`config.mk`:
```
export PLATFORM = sky130hd
export DESIGN_NAME = button_chord_effect_overlay_control_unit
export DESIGN_NICKNAME = d
export VERILOG_FILES = /design/src/sv/bceo_pkg.sv /design/src/sv/bceo_chord.sv /design/src/sv/bceo_effect.sv /design/src/sv/button_chord_effect_overlay_control_unit.sv
export SDC_FILE = /design/constraint.sdc
export NUM_CORES = 1
export LEC_CHECK = 0
export ABC_AREA = 1
export ABC_CLOCK_PERIOD_IN_PS = 3900
export BUFFER_PORTS_ARGS = -buffer_cell sky130_fd_sc_hd__buf_2
export CORE_MARGIN = 8
export CORE_UTILIZATION = 56
export DETAILED_ROUTE_END_ITERATION = 7
export HOLD_SLACK_MARGIN = 0.02
export PLACE_DENSITY = 0.76
export SETUP_SLACK_MARGIN = 0.5
export SYNTH_ARGS = -nofsm -noshare
export SYNTH_HDL_FRONTEND = slang
export SYNTH_HIERARCHICAL = 1
export SYNTH_SLANG_ARGS = --single-unit
```
`constraint.sdc`:
```
create_clock -name clk -period 3.9 [get_ports clk]
set_input_delay 0.195 -clock clk [delete_from_list [all_inputs] [get_ports clk]]
set_output_delay 0.195 -clock clk [all_outputs]
set_load 0.02 [all_outputs]
```
`src/sv/bceo_pkg.sv`:
```
// Shared types, constants and codes for the button chord effect overlay controller.
package bceo_pkg;

	// Parameter defaults
	localparam int EFFECT_COUNT_DEF = 4;
	localparam int STEM_COUNT_DEF   = 4;

	// Fixed field widths
	localparam int TIME_W    = 32;
	localparam int CFG_W     = 16;
	localparam int CFG_IDX_W = 2;
	localparam int TRACK_W   = 4;

	// Register reset values
	localparam logic [CFG_W-1:0] ARRIVAL_RST = 16'd120;
	localparam logic [CFG_W-1:0] RELEASE_RST = 16'd600;
	localparam logic [CFG_W-1:0] PAIRING_RST = 16'd2000;

	// Register indexes
	typedef enum logic [CFG_IDX_W-1:0] {
		REG_ARRIVAL = 2'd0,
		REG_RELEASE = 2'd1,
		REG_PAIRING = 2'd2
	} cfg_reg_t;

	// Chord machine phases
	typedef enum logic [2:0] {
		PH_IDLE     = 3'd0,
		PH_ONE_DOWN = 3'd1,
		PH_SINGLE   = 3'd2,
		PH_ARMED    = 3'd3,
		PH_WAIT     = 3'd4
	} phase_t;

	// Chord event codes
	typedef enum logic [2:0] {
		EV_NONE    = 3'd0,
		EV_OPENED  = 3'd1,
		EV_CLOSED  = 3'd2,
		EV_AMBIG   = 3'd3,
		EV_PAIRING = 3'd4,
		EV_TARGET  = 3'd5
	} chord_evt_t;

	// Timing registers
	typedef struct packed {
		logic [CFG_W-1:0] arrival_window_ms;
		logic [CFG_W-1:0] release_limit_ms;
		logic [CFG_W-1:0] pairing_hold_ms;
	} cfg_t;

	// Input word: one button scan
	typedef struct packed {
		logic [TIME_W-1:0]  now_ms;
		logic               minus_level;
		logic               plus_level;
		logic               function_level;
		logic [TRACK_W-1:0] track_levels;
	} scan_t;

	// Output word
	typedef struct packed {
		logic [1:0]         volume_fire;
		logic [1:0]         volume_consumed;
		logic               fn_claim;
		logic [TRACK_W-1:0] trk_claim;
		logic [2:0]         chord_event;
		logic               overlay_open;
		logic               global_scope;
		logic [1:0]         stem_sel;
		logic [TRACK_W-1:0] mom_fx;
		logic [TRACK_W-1:0] lat_fx;
		logic [TRACK_W-1:0] on_fx;
	} result_t;

	// Chord unit status toward the top level
	typedef struct packed {
		logic [1:0] fire;
		logic [1:0] vol_cons;
		logic       fn_cons;
		chord_evt_t evt;
		logic       open;
		logic       scope;
	} chord_stat_t;

endpackage

```
`src/sv/bceo_chord.sv`:
```
// Chord state machine, overlay open/scope state and target stem stepping.
module bceo_chord #(
	parameter int STEM_COUNT = bceo_pkg::STEM_COUNT_DEF,
	localparam int TGT_W = (STEM_COUNT > 1) ? $clog2(STEM_COUNT) : 1
) (
	input  logic                            clk,
	input  logic                            arst_n,
	input  logic                            en,
	input  bceo_pkg::cfg_t                  cfg,
	input  logic [bceo_pkg::TIME_W-1:0]     now_ms,
	input  logic                            m,
	input  logic                            p,
	input  logic                            fn,
	output bceo_pkg::chord_stat_t           stat,
	output logic [TGT_W-1:0]                target
);

	localparam logic [TGT_W-1:0] TGT_MAX = TGT_W'(STEM_COUNT - 1);

	bceo_pkg::phase_t              phase_q, phase_d;
	logic [bceo_pkg::TIME_W-1:0]   first_q, first_d;
	logic [bceo_pkg::TIME_W-1:0]   second_q, second_d;
	logic                          first_minus_q, first_minus_d;
	logic                          with_fn_q, with_fn_d;
	logic                          open_q, open_d;
	logic                          scope_q, scope_d;
	logic [TGT_W-1:0]              target_q, target_d;
	logic                          prev_m_q, prev_p_q;

	logic                          m_edge, p_edge, any, both;
	logic [bceo_pkg::TIME_W-1:0]   gap, overlap;
	logic                          in_window, pair_hit, quick;

	assign m_edge    = m & ~prev_m_q;
	assign p_edge    = p & ~prev_p_q;
	assign any       = m | p;
	assign both      = m & p;
	assign gap       = now_ms - first_q;
	assign overlap   = now_ms - second_q;
	assign in_window = gap <= bceo_pkg::TIME_W'(cfg.arrival_window_ms);
	assign pair_hit  = overlap >= bceo_pkg::TIME_W'(cfg.pairing_hold_ms);
	assign quick     = overlap < bceo_pkg::TIME_W'(cfg.release_limit_ms);

	// State registers
	always_ff @(posedge clk or negedge arst_n) begin
		if (!arst_n) begin
			phase_q       <= bceo_pkg::PH_IDLE;
			first_q       <= '0;
			second_q      <= '0;
			first_minus_q <= 1'b0;
			with_fn_q     <= 1'b0;
			open_q        <= 1'b0;
			scope_q       <= 1'b0;
			target_q      <= '0;
			prev_m_q      <= 1'b0;
			prev_p_q      <= 1'b0;
		end else if (en) begin
			phase_q       <= phase_d;
			first_q       <= first_d;
			second_q      <= second_d;
			first_minus_q <= first_minus_d;
			with_fn_q     <= with_fn_d;
			open_q        <= open_d;
			scope_q       <= scope_d;
			target_q      <= target_d;
			prev_m_q      <= m;
			prev_p_q      <= p;
		end
	end

	// Next state, claims and target stepping
	always_comb begin
		phase_d       = phase_q;
		first_d       = first_q;
		second_d      = second_q;
		first_minus_d = first_minus_q;
		with_fn_d     = with_fn_q;
		open_d        = open_q;
		scope_d       = scope_q;
		target_d      = target_q;
		stat          = '0;
		stat.evt      = bceo_pkg::EV_NONE;

		case (phase_q)
			bceo_pkg::PH_IDLE: begin
				if (both) begin
					first_d       = now_ms;
					second_d      = now_ms;
					first_minus_d = 1'b1;
					with_fn_d     = fn;
					phase_d       = bceo_pkg::PH_ARMED;
				end else if (m_edge || p_edge) begin
					first_d       = now_ms;
					first_minus_d = m_edge;
					with_fn_d     = fn;
					phase_d       = bceo_pkg::PH_ONE_DOWN;
				end
			end
			bceo_pkg::PH_ONE_DOWN: begin
				if (both) begin
					if (in_window) begin
						second_d = now_ms;
						phase_d  = bceo_pkg::PH_ARMED;
					end else begin
						phase_d  = bceo_pkg::PH_SINGLE;
					end
				end else if (!any) begin
					stat.fire = first_minus_q ? 2'b01 : 2'b10;
					phase_d   = bceo_pkg::PH_IDLE;
				end else if (!in_window) begin
					stat.fire = first_minus_q ? 2'b01 : 2'b10;
					phase_d   = bceo_pkg::PH_SINGLE;
				end
			end
			bceo_pkg::PH_SINGLE: begin
				stat.fire = {p_edge, m_edge};
				if (!any) begin
					phase_d = bceo_pkg::PH_IDLE;
				end
			end
			bceo_pkg::PH_ARMED: begin
				if (pair_hit) begin
					stat.evt = bceo_pkg::EV_PAIRING;
					phase_d  = bceo_pkg::PH_WAIT;
				end else if (!both) begin
					if (quick) begin
						if (open_q) begin
							open_d   = 1'b0;
							stat.evt = bceo_pkg::EV_CLOSED;
						end else begin
							open_d   = 1'b1;
							scope_d  = with_fn_q;
							stat.evt = bceo_pkg::EV_OPENED;
						end
					end else begin
						stat.evt = bceo_pkg::EV_AMBIG;
					end
					phase_d = bceo_pkg::PH_WAIT;
				end
			end
			bceo_pkg::PH_WAIT: begin
				if (!any) begin
					phase_d = bceo_pkg::PH_IDLE;
				end
			end
			default: begin
				phase_d = bceo_pkg::PH_IDLE;
			end
		endcase

		// Claims follow the phase after this scan
		if (phase_d != bceo_pkg::PH_IDLE) begin
			stat.vol_cons = {p, m};
		end
		if ((phase_d == bceo_pkg::PH_ARMED || phase_d == bceo_pkg::PH_WAIT) && with_fn_d) begin
			stat.fn_cons = 1'b1;
		end

		// Function plus volume steps the stem in open stem scope
		if (open_d && !scope_d && fn && (stat.fire != 2'b00)) begin
			if (stat.fire[0]) begin
				target_d = (target_q == '0) ? TGT_MAX : target_q - TGT_W'(1);
			end else begin
				target_d = (target_q == TGT_MAX) ? '0 : target_q + TGT_W'(1);
			end
			stat.fire     = 2'b00;
			stat.vol_cons = {p, m};
			stat.fn_cons  = 1'b1;
			stat.evt      = bceo_pkg::EV_TARGET;
		end

		stat.open  = open_d;
		stat.scope = scope_d;
	end

	assign target = target_d;

endmodule

```
`src/sv/bceo_effect.sv`:
```
// Effect bank: momentary and latch bits driven by track button edges.
module bceo_effect #(
	parameter int EFFECT_COUNT = bceo_pkg::EFFECT_COUNT_DEF
) (
	input  logic                          clk,
	input  logic                          arst_n,
	input  logic                          en,
	input  logic                          open,
	input  logic                          fn,
	input  logic [bceo_pkg::TRACK_W-1:0]  tracks,
	output logic [bceo_pkg::TRACK_W-1:0]  trk_claim,
	output logic                          fn_cons,
	output logic [bceo_pkg::TRACK_W-1:0]  mom_fx,
	output logic [bceo_pkg::TRACK_W-1:0]  lat_fx
);

	localparam int PAD_W = EFFECT_COUNT + bceo_pkg::TRACK_W;

	logic [bceo_pkg::TRACK_W-1:0] prev_q;
	logic [EFFECT_COUNT-1:0]      mom_q, mom_d;
	logic [EFFECT_COUNT-1:0]      lat_q, lat_d;
	logic [EFFECT_COUNT-1:0]      cons;
	logic [PAD_W-1:0]             trk_pad, prev_pad;
	logic [PAD_W-1:0]             cons_pad, mom_pad, lat_pad;
	logic [EFFECT_COUNT-1:0]      trk, prv;

	// Effects beyond the track field never see a press
	assign trk_pad = PAD_W'(tracks);
	assign prev_pad = PAD_W'(prev_q);
	assign trk = trk_pad[EFFECT_COUNT-1:0];
	assign prv = prev_pad[EFFECT_COUNT-1:0];

	always_ff @(posedge clk or negedge arst_n) begin
		if (!arst_n) begin
			prev_q <= '0;
			mom_q  <= '0;
			lat_q  <= '0;
		end else if (en) begin
			prev_q <= tracks;
			mom_q  <= mom_d;
			lat_q  <= lat_d;
		end
	end

	// Per-effect edge handling; momentary bits drop while closed
	always_comb begin
		mom_d   = mom_q;
		lat_d   = lat_q;
		cons    = '0;
		fn_cons = 1'b0;
		if (!open) begin
			mom_d = '0;
		end else begin
			for (int e = 0; e < EFFECT_COUNT; e++) begin
				if (trk[e] && !prv[e]) begin
					if (fn) begin
						lat_d[e] = ~lat_q[e];
						fn_cons  = 1'b1;
					end else begin
						mom_d[e] = 1'b1;
					end
					cons[e] = 1'b1;
				end else if (!trk[e] && prv[e]) begin
					mom_d[e] = 1'b0;
					cons[e]  = 1'b1;
				end else if (trk[e]) begin
					cons[e] = 1'b1;
				end
			end
		end
	end

	assign cons_pad = PAD_W'(cons);
	assign mom_pad  = PAD_W'(mom_d);
	assign lat_pad  = PAD_W'(lat_d);
	assign trk_claim = cons_pad[bceo_pkg::TRACK_W-1:0];
	assign mom_fx    = mom_pad[bceo_pkg::TRACK_W-1:0];
	assign lat_fx    = lat_pad[bceo_pkg::TRACK_W-1:0];

endmodule

```
`src/sv/button_chord_effect_overlay_control_unit.sv`:
```
// A scan accepted into the input register has its result word computed and
// registered in the result register, where the consumer takes it.
// Throughput: one scan per clock while result_ready holds; the input register and
// the result register let a new scan in while a finished result waits for the consumer.
// Reset: chord machine idle, overlay closed in stem scope, all effect bits and
// edge history cleared, timing registers back to 120, 600 and 2000 ms.
module button_chord_effect_overlay_control_unit #(
	parameter int EFFECT_COUNT = bceo_pkg::EFFECT_COUNT_DEF,
	parameter int STEM_COUNT   = bceo_pkg::STEM_COUNT_DEF
) (
	input  logic                            clk,
	input  logic                            arst_n,
	input  logic                            cfg_we,
	input  logic [bceo_pkg::CFG_IDX_W-1:0]  cfg_index,
	input  logic [bceo_pkg::CFG_W-1:0]      cfg_data,
	input  logic                            scan_valid,
	output logic                            scan_ready,
	input  bceo_pkg::scan_t                 scan,
	output logic                            result_valid,
	input  logic                            result_ready,
	output bceo_pkg::result_t               result
);

	localparam int TGT_W = (STEM_COUNT > 1) ? $clog2(STEM_COUNT) : 1;

	bceo_pkg::cfg_t        cfg_q;
	bceo_pkg::scan_t       scan_s1;
	logic                  valid_s1;
	bceo_pkg::result_t     result_s2;
	logic                  valid_s2;
	logic                  adv;
	bceo_pkg::chord_stat_t cstat;
	logic [TGT_W-1:0]      target;
	logic [TGT_W+1:0]      target_pad;
	logic [bceo_pkg::TRACK_W-1:0] trk_cons, mom, lat;
	logic                  fx_fn_cons;
	bceo_pkg::result_t     res_d;

	// Timing registers
	always_ff @(posedge clk or negedge arst_n) begin
		if (!arst_n) begin
			cfg_q.arrival_window_ms <= bceo_pkg::ARRIVAL_RST;
			cfg_q.release_limit_ms  <= bceo_pkg::RELEASE_RST;
			cfg_q.pairing_hold_ms   <= bceo_pkg::PAIRING_RST;
		end else if (cfg_we) begin
			case (bceo_pkg::cfg_reg_t'(cfg_index))
				bceo_pkg::REG_ARRIVAL: cfg_q.arrival_window_ms <= cfg_data;
				bceo_pkg::REG_RELEASE: cfg_q.release_limit_ms  <= cfg_data;
				bceo_pkg::REG_PAIRING: cfg_q.pairing_hold_ms   <= cfg_data;
				default: ;
			endcase
		end
	end

	// Handshake: the stage advances when the result register is free or drains
	assign adv        = valid_s1 & (~valid_s2 | result_ready);
	assign scan_ready = ~valid_s1 | adv;

	// Input register
	always_ff @(posedge clk or negedge arst_n) begin
		if (!arst_n) begin
			valid_s1 <= 1'b0;
		end else if (scan_ready) begin
			valid_s1 <= scan_valid;
		end
	end

	always_ff @(posedge clk) begin
		if (scan_valid && scan_ready) begin
			scan_s1 <= scan;
		end
	end

	bceo_chord #(
		.STEM_COUNT (STEM_COUNT)
	) u_chord (
		.clk    (clk),
		.arst_n (arst_n),
		.en     (adv),
		.cfg    (cfg_q),
		.now_ms (scan_s1.now_ms),
		.m      (scan_s1.minus_level),
		.p      (scan_s1.plus_level),
		.fn     (scan_s1.function_level),
		.stat   (cstat),
		.target (target)
	);

	bceo_effect #(
		.EFFECT_COUNT (EFFECT_COUNT)
	) u_effect (
		.clk       (clk),
		.arst_n    (arst_n),
		.en        (adv),
		.open      (cstat.open),
		.fn        (scan_s1.function_level),
		.tracks    (scan_s1.track_levels),
		.trk_claim (trk_cons),
		.fn_cons   (fx_fn_cons),
		.mom_fx    (mom),
		.lat_fx    (lat)
	);

	// Result word assembly
	assign target_pad = (TGT_W + 2)'(target);

	always_comb begin
		res_d              = '0;
		res_d.volume_fire     = cstat.fire;
		res_d.volume_consumed = cstat.vol_cons;
		res_d.fn_claim        = cstat.fn_cons | fx_fn_cons;
		res_d.trk_claim       = trk_cons;
		res_d.chord_event     = cstat.evt;
		res_d.overlay_open    = cstat.open;
		res_d.global_scope    = cstat.scope;
		res_d.stem_sel        = target_pad[1:0];
		res_d.mom_fx          = mom;
		res_d.lat_fx          = lat;
		res_d.on_fx           = mom | lat;
	end

	// Result register
	always_ff @(posedge clk or negedge arst_n) begin
		if (!arst_n) begin
			valid_s2 <= 1'b0;
		end else if (adv) begin
			valid_s2 <= 1'b1;
		end else if (result_ready) begin
			valid_s2 <= 1'b0;
		end
	end

	always_ff @(posedge clk) begin
		if (adv) begin
			result_s2 <= res_d;
		end
	end

	assign result_valid = valid_s2;
	assign result       = result_s2;

endmodule

```
==> flow_summary.yaml <==
placement:
  pre_cts_slack_ps: -507
  place_congestion: 0.961
  place_area_mm2: 0.0169
  place_hpwl_mm: 32.8
  numPortBuffers: 91
pwr:
  power_density_mw_per_mm2: 789
  peakVddDrop_v: 0.000654
  p_leak_nw: 10.7
  power_w: 0.0159
clock_tree:
  cts_sinks: 204
  cts_buffer_depth: 3
  root_buffer: "clkbuf_16"
  cts_tree: "yes"
  cts_buffers: 23
  htreeDepth: 1
  clkTransAtPathRegs_ps: 70
  insertion_delay_ps: 520
synthesis:
  ys_seq_area_share_pct: 37.4
  yosysTopAreaCell: "dfrtp_1"
  yosys.area_share.simple_pct: 32.0
  syn_inst: 2075
  synth_top_family_by_area: "simple AND/OR/NAND/NOR gates"
  ys.flop_type: "dfrtp_1"
  synth_common_cells: "723 x nand2_1, 382 x inv_1, 143 x nor2_1"
  synth_xor_area_share_pct: 1.98
  yosys.cell_count.top_type: "nand2_1"
  ys_async_sr_fraction_pct: 67.2
  synth_area_mm2: 0.0146
  synthesis.nets: 2252
  synth_top_area_share_pct: 21.1
  yosys.area_share.adder_pct: 9.96
  synth_cell_type_count: 49
  yosysWarnings: 6
  synth_compound_area_share_pct: 6.87
  synth_seq_cells: 204
  muxShareOfSynthArea_pct: 0
  synth_edf_count: 67
  syn_area_per_cell_um2: 7.04
  synth_top_cells_by_area: "dfrtp_1 21%, nand2_1 19%, edfxtp_1 14%, inv_1 9.8%, ha_1 9.7%"
routing:
  postRouteAntennaNets: 0
  dr.pass1.iters: 6
  vias_per_cell: 5.53
  wl_per_cell_um: 18.4
  vias: 15700
  drc: 0
  drtIter0Drc: 1685
  drt-total-wl_mm: 52.1
worst_setup_path:
  cp_slowest_cell: "edfxtp_1"
  max_stage_delay_ps: 500
  cp.arrival_ps: 4580
  reg2reg_depth: 25
  worstSetupStartpointType: "flop"
  crit_type: "flop to flop"
  cp_max_fo: 8
  worst_ep_required_time_ps: 4160
  worstSetupEndpointType: "flop"
run:
  cap_violations: 0
global_route:
  grt_max_degree: 87
  grt_pass1_wl_mm: 76.2
  first_global_vias: 14900
  grt_usage_pct: 30.3
  overflow: 0
  antenna_found_initial: 4
floorplanning:
  core_region_area_mm2: 0.0258
  die_area_mm2: 0.0315
  ios: 92
  start_util_pct: 56.5
  rows: 59
  die_height_um: 177
  die_w_um: 177
sta:
  worst_pin_slew_ps: 1020
  setup_ws_ps: -415
  slew_violations: 0
  rsz0062_at_grt: "yes"
  relSlewSlack_pct: 32.2
  fin_crit_ps: 4310
  fin_crit_sh_pct: 111
  fmax_mhz: 232
  setup-violations-final: 71
  hold_ws_ps: 181
  skew_ps: 21.9
  finalHoldViolations: 0
final_layout:
  drive_gt1_share_pct: 27.8
  stdcell_area_mm2: 0.0201
  fill_cells: 1697
  layout.nets: 2655
  multi_input_area_mm2: 0.00877
  ff_latch_area_mm2: 0.00546
  syn_to_final_growth_pct: 37.7
min_path:
  hold_class: "primary input to flop"
  hold_depth: 3
outcome:
  violations: "negative setup slack"
  outcome: "finished with violations"
[path summary, 6_finish.rpt]
path	end	startpoint	slack (ps)
max in group asynchronous	cfg_q[9]	arst_n	2510
max	result[1]	scan_s1[14]	-410
max reg2reg	result[1]	scan_s1[14]	-410
min reg2reg	cfg_q[7]	cfg_q[7]	460
min in group asynchronous	cfg_q[46]	arst_n	340
min	cfg_q[4]	cfg_index[1]	180
[per-stage QoR]
step	TNS, ps	cells	util (%)
floorplan	0	2075	-
global placement	-8000	2652	65.5
finish	-16100	2831	77.8
global route	-30220	2831	77.8
CTS	-3950	2801	74.4
detailed placement	-8310	2652	65.5
[layer usage]
metal / track usage [%] / vias to the layer above / share of wire [%]
met2: 50.2 / 830 / 47
li1: - / 7280 / -
met5: 0 / - / 0.021
met3: 5.66 / 227 / 9.0
met1: 38.5 / 7320 / 39
met4: 12.6 / 2 / 5.1
[area by class of cell]
| class | count | area share (%) |
|---|---|---|
| Timing Repair Buffer | 413 | 15.8 |
| Multi-Input combinational cell | 1436 | 43.6 |
| Clock inverter | 9 | 0.511 |
| Antenna cell | 3 | 0.0374 |
| Sequential cell | 204 | 27.2 |
| Tap cell | 335 | 2.09 |
| Clock buffer | 31 | 3.21 |
| Inverter | 400 | 7.59 |
[sequential cells by signal, summed over array words and instances (netlist names), 2 cells and up]
signal,count
scan_s1,39
u_effect/lat_q,4
u_effect/prev_q,4
u_effect/mom_q,4
u_chord/first_q,32
result,28
u_chord/phase_q,3
u_chord/target_q,2
u_chord/second_q,32
cfg_q,48
[layout by cell type, fill, tap and decap left out, drive strengths merged]
| cell type | n |
|---|---|
| and2 | 9 |
| a21boi | 1 |
| nor3 | 15 |
| dlygate4sd3 | 58 |
| fa | 2 |
| dfstp | 14 |
| a211oi | 1 |
| nand2 | 748 |
| o21ai | 70 |
| and3 | 2 |
| nand3b | 8 |
| inv | 393 |
| o21a | 1 |
| buf | 355 |
| ha | 113 |
| a21o | 3 |
| o21bai | 8 |
| dfrtp | 123 |
| clkinvlp | 3 |
| a21oi | 101 |
| a31oi | 1 |
| nand4 | 51 |
| clkbuf | 31 |
| edfxtp | 67 |
| or2 | 7 |
| bufinv | 2 |
| diode | 3 |
| clkinv | 11 |
| o211a | 1 |
| nor2 | 154 |
| xnor2 | 3 |
| nand3 | 102 |
| nor4 | 2 |
| o211ai | 3 |
| xor2 | 30 |
[critical path, delay by kind of cell (launching register included)]
kind	cells	cell delay, ps
adder cells (fa/ha/maj)	3	820
AND/OR/NAND/NOR	13	1630
buffers and inverters	4	320
AO/OA/AOI/OAI	4	610
flip-flops	1	500
XOR/XNOR	1	160
[report_power, final]
part | internal, W | leakage (nW) | switching (W)
registers | 0.00283 | 2.29 | 0.000292
logic | 0.00449 | 8.04 | 0.00604
clock network | 0.00129 | 0.363 | 0.000921
[cells by family after synthesis]
| logic type | count (synthesis) |
|---|---|
| xor+xnor | 33 |
| simple gates | 1098 |
| fa+ha+maj | 115 |
| buf+inv | 435 |
| flops | 204 |
| compound gates | 190 |
[repair_timing]
| action | in CTS | in global routing |
|---|---|---|
| hold buffers | 58 | 0 |
| resized for setup | 130 | 167 |
| endpoints found under the hold margin | 164 | 0 |
| pin swaps | 79 | 119 |
| buffers inserted | 51 | 27 |
| setup endpoints to repair | 74 | 75 |
(Power assumes the default switching activity.)
